## src/hw/rtl/gelc_pkg.sv

```systemverilog
// ----------------------------------------------------------------------------
// gelc_pkg: shared types and constants for the loss chain
// splitmix64 constants, register indexes and sequencer states
// ----------------------------------------------------------------------------
`default_nettype none

package gelc_pkg;

  localparam int unsigned WordW = 64;
  localparam int unsigned HalfW = 32;

  localparam logic [WordW-1:0] MixAdd  = 64'h9E37_79B9_7F4A_7C15;
  localparam logic [WordW-1:0] MixMul1 = 64'hBF58_476D_1CE4_E5B9;
  localparam logic [WordW-1:0] MixMul2 = 64'h94D0_49BB_1331_11EB;

  localparam int unsigned Shift1 = 30;
  localparam int unsigned Shift2 = 27;
  localparam int unsigned Shift3 = 31;

  typedef enum logic [1:0] {
    REG_RAW_SEED  = 2'd0,
    REG_ENTER_BAD = 2'd1,
    REG_LEAVE_BAD = 2'd2,
    REG_UNUSED    = 2'd3
  } reg_index_t;

  typedef enum logic [4:0] {
    S_IDLE = 5'b00001,
    S_ADD  = 5'b00010,
    S_MUL  = 5'b00100,
    S_XOR  = 5'b01000,
    S_FIN  = 5'b10000
  } state_t;

  typedef enum logic [1:0] {
    PP_LO_LO = 2'd0,
    PP_LO_HI = 2'd1,
    PP_HI_LO = 2'd2,
    PP_NONE  = 2'd3
  } pp_sel_t;

endpackage : gelc_pkg

`default_nettype wire

```

## src/hw/rtl/gilbert_elliott_loss_chain.sv

```systemverilog
// ----------------------------------------------------------------------------
// gilbert_elliott_loss_chain: two-state packet loss generator
// drop decision from the chain state, next state from a splitmix64 draw
// ----------------------------------------------------------------------------
//  channel   signals                       width   direction
//  input     in_valid/in_ready, restart     1       in
//  output    out_valid/out_ready, drop,     1, 1    out
//            chain_bad_next
//  config    cfg_we, cfg_index, cfg_data    1, 2, 64 in
//
//  one splitmix64 runs as an add, two rounds of three 32x32 partial
//  products on one shared multiplier, one xor-shift between them, a final step.
//  an item takes one splitmix64 after accept, two when the seed must be mixed again
//  (after reset, after a restart item or after a write to a used register).
//  reset is synchronous; the seed is mixed lazily on the first item.
//  a finished item waits in the output register; a stalled output holds the
//  sequencer in its last step.
// ----------------------------------------------------------------------------
`default_nettype none

module gilbert_elliott_loss_chain (
  input  wire logic                     clk,
  input  wire logic                     rst,
  input  wire logic                     in_valid,
  output logic                          in_ready,
  input  wire logic                     restart,
  output logic                          out_valid,
  input  wire logic                     out_ready,
  output logic                          drop,
  output logic                          chain_bad_next,
  input  wire logic                     cfg_we,
  input  wire logic [1:0]               cfg_index,
  input  wire logic [gelc_pkg::WordW-1:0] cfg_data
);

  localparam int unsigned W = gelc_pkg::WordW;
  localparam int unsigned H = gelc_pkg::HalfW;

  gelc_pkg::state_t  state;
  gelc_pkg::pp_sel_t pp;
  logic              rnd;         // 0: first multiply round, 1: second
  logic              seed_phase;  // hashing the raw seed, not a draw
  logic              stale;       // mixed seed must be recomputed
  logic [W-1:0]      a;
  logic [W-1:0]      acc;
  logic [W-1:0]      mixed_seed;
  logic [W-1:0]      count;
  logic              chain_bad;
  logic [W-1:0]      raw_seed;
  logic [W-1:0]      enter_thr;
  logic [W-1:0]      leave_thr;

  logic [H-1:0]      mul_a;
  logic [H-1:0]      mul_b;
  logic [W-1:0]      mul_k;
  logic [W-1:0]      prod;
  logic [W-1:0]      add_sum;
  logic [W-1:0]      fin;
  logic              bad_upd;
  logic              out_free;
  logic              fin_fire;

  assign in_ready = (state == gelc_pkg::S_IDLE);
  assign out_free = !out_valid || out_ready;
  assign fin_fire = (state == gelc_pkg::S_FIN) && !seed_phase && out_free;

  // shared 32x32 multiplier, low 64 bits of a 64x64 product over three steps
  assign mul_k = rnd ? gelc_pkg::MixMul2 : gelc_pkg::MixMul1;
  assign mul_a = (pp == gelc_pkg::PP_HI_LO) ? a[W-1:H] : a[H-1:0];
  assign mul_b = (pp == gelc_pkg::PP_LO_HI) ? mul_k[W-1:H] : mul_k[H-1:0];
  assign prod  = {{H{1'b0}}, mul_a} * {{H{1'b0}}, mul_b};

  assign add_sum = acc + gelc_pkg::MixAdd;
  assign fin     = acc ^ (acc >> gelc_pkg::Shift3);

  assign bad_upd = chain_bad ? !(fin < leave_thr) : (fin < enter_thr);

  // a new item replaces the one leaving in the same cycle
  always_ff @(posedge clk) begin
    if (rst) begin
      out_valid <= 1'b0;
    end else if (fin_fire) begin
      out_valid <= 1'b1;
    end else if (out_ready) begin
      out_valid <= 1'b0;
    end
  end

  always_ff @(posedge clk) begin
    if (rst) begin
      state      <= gelc_pkg::S_IDLE;
      pp         <= gelc_pkg::PP_LO_LO;
      rnd        <= 1'b0;
      seed_phase <= 1'b0;
      stale      <= 1'b1;
      count      <= '0;
      chain_bad  <= 1'b0;
      raw_seed   <= '0;
      enter_thr  <= '0;
      leave_thr  <= '0;
    end else begin
      if (cfg_we && cfg_index != gelc_pkg::REG_UNUSED) begin
        unique case (gelc_pkg::reg_index_t'(cfg_index))
          gelc_pkg::REG_RAW_SEED:  raw_seed  <= cfg_data;
          gelc_pkg::REG_ENTER_BAD: enter_thr <= cfg_data;
          gelc_pkg::REG_LEAVE_BAD: leave_thr <= cfg_data;
          default: ;
        endcase
        stale     <= 1'b1;
        count     <= '0;
        chain_bad <= 1'b0;
      end

      unique case (state)
        gelc_pkg::S_IDLE: begin
          if (in_valid) begin
            state <= gelc_pkg::S_ADD;
            if (restart || stale) begin
              seed_phase <= 1'b1;
              acc        <= raw_seed;
              count      <= '0;
              chain_bad  <= 1'b0;
            end else begin
              seed_phase <= 1'b0;
              acc        <= mixed_seed ^ count;
            end
          end
        end
        gelc_pkg::S_ADD: begin
          a     <= add_sum ^ (add_sum >> gelc_pkg::Shift1);
          rnd   <= 1'b0;
          pp    <= gelc_pkg::PP_LO_LO;
          state <= gelc_pkg::S_MUL;
        end
        gelc_pkg::S_MUL: begin
          unique case (pp)
            gelc_pkg::PP_LO_LO: begin
              acc <= prod;
              pp  <= gelc_pkg::PP_LO_HI;
            end
            gelc_pkg::PP_LO_HI: begin
              acc <= acc + {prod[H-1:0], {H{1'b0}}};
              pp  <= gelc_pkg::PP_HI_LO;
            end
            default: begin
              acc   <= acc + {prod[H-1:0], {H{1'b0}}};
              pp    <= gelc_pkg::PP_LO_LO;
              state <= rnd ? gelc_pkg::S_FIN : gelc_pkg::S_XOR;
            end
          endcase
        end
        gelc_pkg::S_XOR: begin
          a     <= acc ^ (acc >> gelc_pkg::Shift2);
          rnd   <= 1'b1;
          state <= gelc_pkg::S_MUL;
        end
        gelc_pkg::S_FIN: begin
          if (seed_phase) begin
            // seed ready, now hash the draw for this item
            mixed_seed <= fin;
            stale      <= 1'b0;
            seed_phase <= 1'b0;
            acc        <= fin ^ count;
            state      <= gelc_pkg::S_ADD;
          end else if (out_free) begin
            drop           <= chain_bad;
            chain_bad_next <= bad_upd;
            chain_bad      <= bad_upd;
            count          <= count + 1'b1;
            state          <= gelc_pkg::S_IDLE;
          end
        end
        default: state <= gelc_pkg::S_IDLE;
      endcase
    end
  end

endmodule : gilbert_elliott_loss_chain

`default_nettype wire

```

## config.mk

```make
export PLATFORM = sky130hd
export DESIGN_NAME = gilbert_elliott_loss_chain
export DESIGN_NICKNAME = d
export VERILOG_FILES = /design/src/hw/rtl/gelc_pkg.sv /design/src/hw/rtl/gilbert_elliott_loss_chain.sv
export SDC_FILE = /design/constraint.sdc
export NUM_CORES = 2
export LEC_CHECK = 0
export ABC_AREA = 1
export BUFFER_PORTS_ARGS = -buffer_cell sky130_fd_sc_hd__clkbuf_2
export CAP_MARGIN = 20
export CELL_PAD_IN_SITES_DETAIL_PLACEMENT = 1
export CELL_PAD_IN_SITES_GLOBAL_PLACEMENT = 1
export CORE_ASPECT_RATIO = 1.25
export CORE_UTILIZATION = 35
export CTS_CLUSTER_DIAMETER = 200
export DETAILED_ROUTE_END_ITERATION = 10
export GPL_ROUTABILITY_DRIVEN = 0
export GPL_TIMING_DRIVEN = 1
export HOLD_SLACK_MARGIN = 0.02
export PLACE_DENSITY = 0.73
export SYNTH_ARGS = -nofsm -noshare
export SYNTH_HDL_FRONTEND = slang
export SYNTH_SLANG_ARGS = --single-unit
export TNS_END_PERCENT = 50
```

## constraint.sdc

```tcl
create_clock -name clk -period 8.16 [get_ports clk]
set_input_delay 0 -clock clk [delete_from_list [all_inputs] [get_ports clk]]
set_output_delay 0 -clock clk [all_outputs]
set_load 0.005 [all_outputs]
```

# --- Word level (Yosys, flattened, before mapping) ---
# Index checks and enable logic that the tools add are counted.
totals:
  in_bits: 72
  wordCells: 108
  out_inout_bits: 4
  reg_bits: 462
classes:
  eq_ne: 14
  add_sub_neg: 3
  n_mux: 39
  n_reduce_logical: 26
  n_bitwise: 7
  magnitude_cmp: 2
  n_mul: 1
op_table:
  columns: ["op", "count"]
  rows:
  - ["64-bit 2-to-1 mux", 9]
  - ["64-bit case mux with 2 select lines", 2]
  - ["64-bit case mux with 3 select lines", 1]
  - ["64-bit < comparator", 2]
  - ["64-bit bitwise XOR", 2]
  - ["64-bit by 1-bit adder with 64-bit output (second input constant)", 1]
  - ["64-bit adder", 1]
  - ["64-bit adder (second input constant)", 1]
  - ["32-bit by 32-bit multiplier with 64-bit output", 1]
  - ["32-bit 2-to-1 mux", 2]
  - ["64-bit by 33-bit bitwise XOR with 64-bit output", 1]
  - ["64-bit by 34-bit bitwise XOR with 64-bit output", 1]
  - ["64-bit by 37-bit bitwise XOR with 64-bit output", 1]
  - ["62-bit 2-to-1 mux", 1]
  - ["5-bit 2-to-1 mux", 5]
  - ["5-bit case mux with 4 select lines", 1]
  - ["1-bit 2-to-1 mux", 13]
  - ["2-bit AND reduction", 5]
  - ["2-bit != test (second input constant)", 4]
  - ["2-bit case mux with 2 select lines", 2]
  - ["4-bit AND reduction", 2]
  - ["2-bit nonzero test", 4]
  - ["1-bit case mux with 2 select lines", 3]
  - ["3-bit AND reduction", 2]
  - ["other kinds (15)", 25]

# --- Logic depth before layout (Yosys ltp) ---
logic_depth:
  ltp_word: 7
  mapped_depth: 47
  ltp_nobuf: 45

# --- Worst setup path after synthesis ---
# Ideal clock, no wire load.
synth_path:
  path_type: "register -> register"
  start: "register pp[0]"
  end: "register acc[59] (data pin)"
  stages_incl_launch_ff: 40
  synth_period_minus_slack_ps: 8721
  arrival_ps: 8463
  required_ps: 7902
  setup_slack_ps: -561
  setup_time_ps: 258
  path_buffers: 2
  path_cell_list: "dfxtp_1 -> inv_1 -> nand2_1 -> clkbuf_1 -> o21ai_0 -> inv_1 -> nor2_1 -> inv_1 -> fa_1 -> inv_1 -> fa_1 -> inv_1 -> fa_1 -> fa_1 -> inv_1 -> fa_1 -> inv_1 -> fa_1 -> (+4 left out) -> nand2_1 -> nor2_1 -> nand2_1 -> nor4_1 -> nand2_1 -> nand3_1 -> xor2_1 -> ha_1 -> clkbuf_1 -> a21oi_1 -> inv_1 -> a31oi_1 -> o21ai_0 -> a21oi_1 -> a21oi_1 -> o21a_1 -> o21ai_0 -> nand2_1"
synth_between:
  elab_chain_len: 6
  elab_cells_between_ends: 9
  cone_classes: "1 x add/sub; 1 x mul; 2 x eq/ne; 4 x mux; 1 x reduce/logical"
synth_lines:
  columns: ["element", "line", "text"]
  rows:
  - ["start: declaration", "gilbert_elliott_loss_chain.sv:40", "gelc_pkg::pp_sel_t pp;"]
  - ["start signal: assignment", "gilbert_elliott_loss_chain.sv:92", "pp <= gelc_pkg::PP_LO_LO;"]
  - ["start signal: assignment", "gilbert_elliott_loss_chain.sv:132", "pp <= gelc_pkg::PP_LO_LO;"]
  - ["start signal: assignment", "gilbert_elliott_loss_chain.sv:139", "pp <= gelc_pkg::PP_LO_HI;"]
  - ["2-bit equality test or 2-bit by 1-bit equality test with 1-bit output (tied branches)", "gilbert_elliott_loss_chain.sv:69, gilbert_elliott_loss_chain.sv:70, gilbert_elliott_loss_chain.sv:136", null]
  - ["32-bit 2-to-1 mux, on equally long branches", "gilbert_elliott_loss_chain.sv:69, gilbert_elliott_loss_chain.sv:70", null]
  - ["32-bit by 32-bit multiplier with 64-bit output", "gilbert_elliott_loss_chain.sv:71", "assign prod = {{H{1'b0}}, mul_a} * {{H{1'b0}}, mul_b};"]
  - ["64-bit adder", "gilbert_elliott_loss_chain.sv:142, gilbert_elliott_loss_chain.sv:146", null]
  - ["64-bit 2-to-1 mux (*)", null, null]
  - ["64-bit case mux with 3 select lines (*)", "gilbert_elliott_loss_chain.sv:114", "unique case (state)"]
  - ["end signal: assignment", "gilbert_elliott_loss_chain.sv:120", "acc <= raw_seed;"]
  - ["end signal: assignment", "gilbert_elliott_loss_chain.sv:142", "acc <= acc + {prod[H-1:0], {H{1'b0}}};"]
  - ["end signal: assignment", "gilbert_elliott_loss_chain.sv:146", "acc <= acc + {prod[H-1:0], {H{1'b0}}};"]
  - ["end: declaration", "gilbert_elliott_loss_chain.sv:45", "logic [W-1:0] acc;"]
# Mark *: on every way between the ends. The rest lies on a longest branch, timed or not.
# A chain may end at the register's enable or synchronous reset.

# --- Worst setup path after layout ---
layout_path:
  start: "register pp[0]"
  end: "register acc[54] (data pin)"
# The elaborated chain is that of the path after synthesis.

==> results.tsv <==
metric	value	unit
DRT antenna net count	0	
Final Hold Slack	69.5	ps
DRC Markers	0	
drt wl/cell	30.8	µm
Critical Path RT	8410	ps
Layout area overhead	28.1	%
Data arrival, critical path	10440	ps
CP startpoint kind	flip-flop	
outcome	complete, but fails checks	
Syn Area/Cell	7.81	µm²
Final Critical Period	10190	ps
final period utilization	1.25	
via count	65072	
Top cell by count, worst path	inv_1	
IO buf count	75	
CP peak stage delay	570	ps
max-slew violations	22	
Max Root-Sink Buffers	3	
Clock Latency Late Sink	670	ps
skew final	50.4	ps
dpl hpwl	237	mm
number of core rows	170	
Net Count, Synth	9173	
Hold WC Path Type	in2reg	
Setup CP Type	reg2reg	
final setup vio count	47	
vias in the first global route	68250	
slew margin rel.	-0.474	
WL final	341	mm
post-synthesis cell area	60800	µm²
Max-cap violations	7	
core area	172000	µm²
Ports	76	
final setup margin	-2030	ps
total track usage	0.345	
failing checks	capacitance limit, slew limit, setup timing	
Chip Height	468	µm
RSZ-0062 raised after global routing	true	
Final nets	10171	
number of synthesized register bits	462	
Top FF cell, synth	dfxtp_1	
Crit Reg-Reg Endpoint	acc[54]$_DFFE_PP_	
cts bufs inserted	47	
grt total ovfl	0	
cells on worst reg2reg path	46	
share of layout cells above drive strength 1	0.224	
Placement Setup Slack	-1370	ps
starting density of the core	0.353	
Hold Crit Depth	5	
R2R Setup Slk	-2030	ps
initial antenna violation count	39	
Critical-path top delay cell	fa_1	
sequential area share after synthesis	0.184	
chip width	375	µm
worst-path fanout max	9	
First DRT Iteration DRCs	6670	
hold path start	out_ready	
htree depth	2	
WHS Endpoint	count[51]$_SDFF_PP0_	
EDFF count, synth	194	
FMAX	0.0982	GHz
Post-Syn Instances	7785	
DRT Pass-1 Iters	8	
CTS tree	built	
# clock sinks	462	
Worst R2R Start	pp[0]$_SDFFE_PP0P_	
crit path capture type	flip-flop	
Worst-path clk slew	80	ps
worst-margin pin slew	2190	ps
Layout fillers	20532	
CP bufs+invs	18	
Cell variety after synth	67	
Post-synth ARST share	0	
global-route wire length before repair	444	mm
Vias/cell	5.88	
CTS root buffer	clkbuf_16	
family with the most delay on the worst path	adder cells	
Die ar.	175000	µm²
final hold violations	0	
largest net degree at the start of global routing	129	
Ys Warns	0	
[cell type report]
type	instances	area [µm²]	share of cell area
Tap cell	2236	2800	0.0359
Timing Repair Buffer	1224	9880	0.127
Clock buffer	56	1270	0.0164
Inverter	1677	6360	0.0817
Clock inverter	32	322	0.00413
Antenna cell	15	37.5	0.000482
Multi-Input combinational cell	5371	46000	0.591
Sequential cell	462	11200	0.144
[layer usage]
| metal | part of all wire | track usage | vias to the layer above |
|---|---|---|---|
| li1 | - | - | 26482 |
| met1 | 0.32 | 0.360 | 31770 |
| met2 | 0.44 | 0.563 | 4509 |
| met3 | 0.12 | 0.0900 | 2263 |
| met4 | 0.13 | 0.329 | 48 |
| met5 | 0.0026 | 0 | - |
[Yosys cell counts (18+ instances only)]
master    number  share of area
xnor2_1       76          0.011
clkbuf_1     203          0.013
o22ai_1       50         0.0051
xor2_1       101          0.015
nand4_1       62         0.0064
nand3_1      312          0.026
a21o_1        20         0.0025
o21bai_1      24         0.0030
nand3b_1      18         0.0022
nor2_1       789          0.049
edfxtp_1     194          0.096
o21ai_1       30         0.0025
nor4_1        20         0.0021
fa_1         823           0.27
dfxtp_1      268          0.088
o21ai_0      526          0.043
nand2_1     1150          0.071
buf_2         50         0.0041
ha_1         493           0.10
a21oi_1      535          0.044
nor3_1        85         0.0070
inv_1       1651           0.10
a31oi_1       44         0.0045
o211ai_1      49         0.0061
[flip-flops by register name, summed over array words and instances (netlist names)]
name            flops
a                  64
chain_bad_next      1
acc                64
drop                1
raw_seed           64
mixed_seed         64
stale               1
enter_thr          64
seed_phase          1
out_valid           1
pp                  2
leave_thr          64
chain_bad           1
rnd                 1
state               5
count              64
[metrics by stage]
| stage | std cells | setup TNS (ps) | utilization | area [µm²] |
|---|---|---|---|---|
| 5_1_grt | 11065 | -53000 | 0.452 | 77800 |
| 2_1_floorplan | 7785 | -37.3 | - | 61000 |
| 3_5_place_dp | 10727 | -27760 | 0.407 | 70000 |
| 6_report | 11073 | -53730 | 0.452 | 77900 |
| 3_3_place_gp | 10727 | -21800 | 0.407 | 70000 |
| 4_1_cts | 10969 | -7480 | 0.438 | 75400 |
[timing repair]
item                                   4_1_cts  5_1_grt
setup endpoints to repair                   36       40
pin swaps                                  201      187
buffers inserted                            87       83
gates cloned                                 2        0
endpoints found under the hold margin      197        0
hold buffers                                66        0
resized for setup                          592      381
[cell families after synthesis]
family          after synthesis  synth area share
simple gates               2509             0.173
flops                       462             0.184
other cells                   1         0.0000617
fa+ha+maj                  1316             0.373
buf+inv                    1952             0.122
compound gates             1368             0.123
xor+xnor                    177            0.0255
[worst max path at each step]
stage                        from                end  slack (ps)  cells after the start
6_report       pp[0]$_SDFFE_PP0P_  acc[54]$_DFFE_PP_       -2030                     46
5_1_grt        pp[0]$_SDFFE_PP0P_  acc[62]$_DFFE_PP_       -1990                     45
4_1_cts        pp[1]$_SDFFE_PP0P_  acc[63]$_DFFE_PP_        -520                     42
3_5_place_dp   pp[0]$_SDFFE_PP0P_  acc[50]$_DFFE_PP_       -1370                     38
3_3_place_gp   pp[0]$_SDFFE_PP0P_  acc[47]$_DFFE_PP_       -1150                     39
2_1_floorplan  pp[1]$_SDFFE_PP0P_  acc[59]$_DFFE_PP_         -40                     35
[cell usage in the layout, fill, tap and decap left out, drive strengths merged, types with 76 or more instances in the layout]
master     n
edfxtp   194
o21ai    563
nand2   1165
nand3    316
xnor2     76
inv     1662
clkbuf   133
nor3      92
fa       823
ha       493
dfxtp    268
buf     1080
a21oi    538
xor2     101
nor2     816
[worst register-to-register path, delay by kind of cell (launching register included)]
family / cells / cell delay (ps)
fa+ha+maj: 10 / 4440
buf+inv: 18 / 2500
simple gates: 13 / 1460
compound gates: 4 / 670
xor+xnor: 1 / 370
flops: 1 / 350
Power is not shown: default switching activity piles up to over one toggle a cycle in this logic, so the estimate is an artifact.
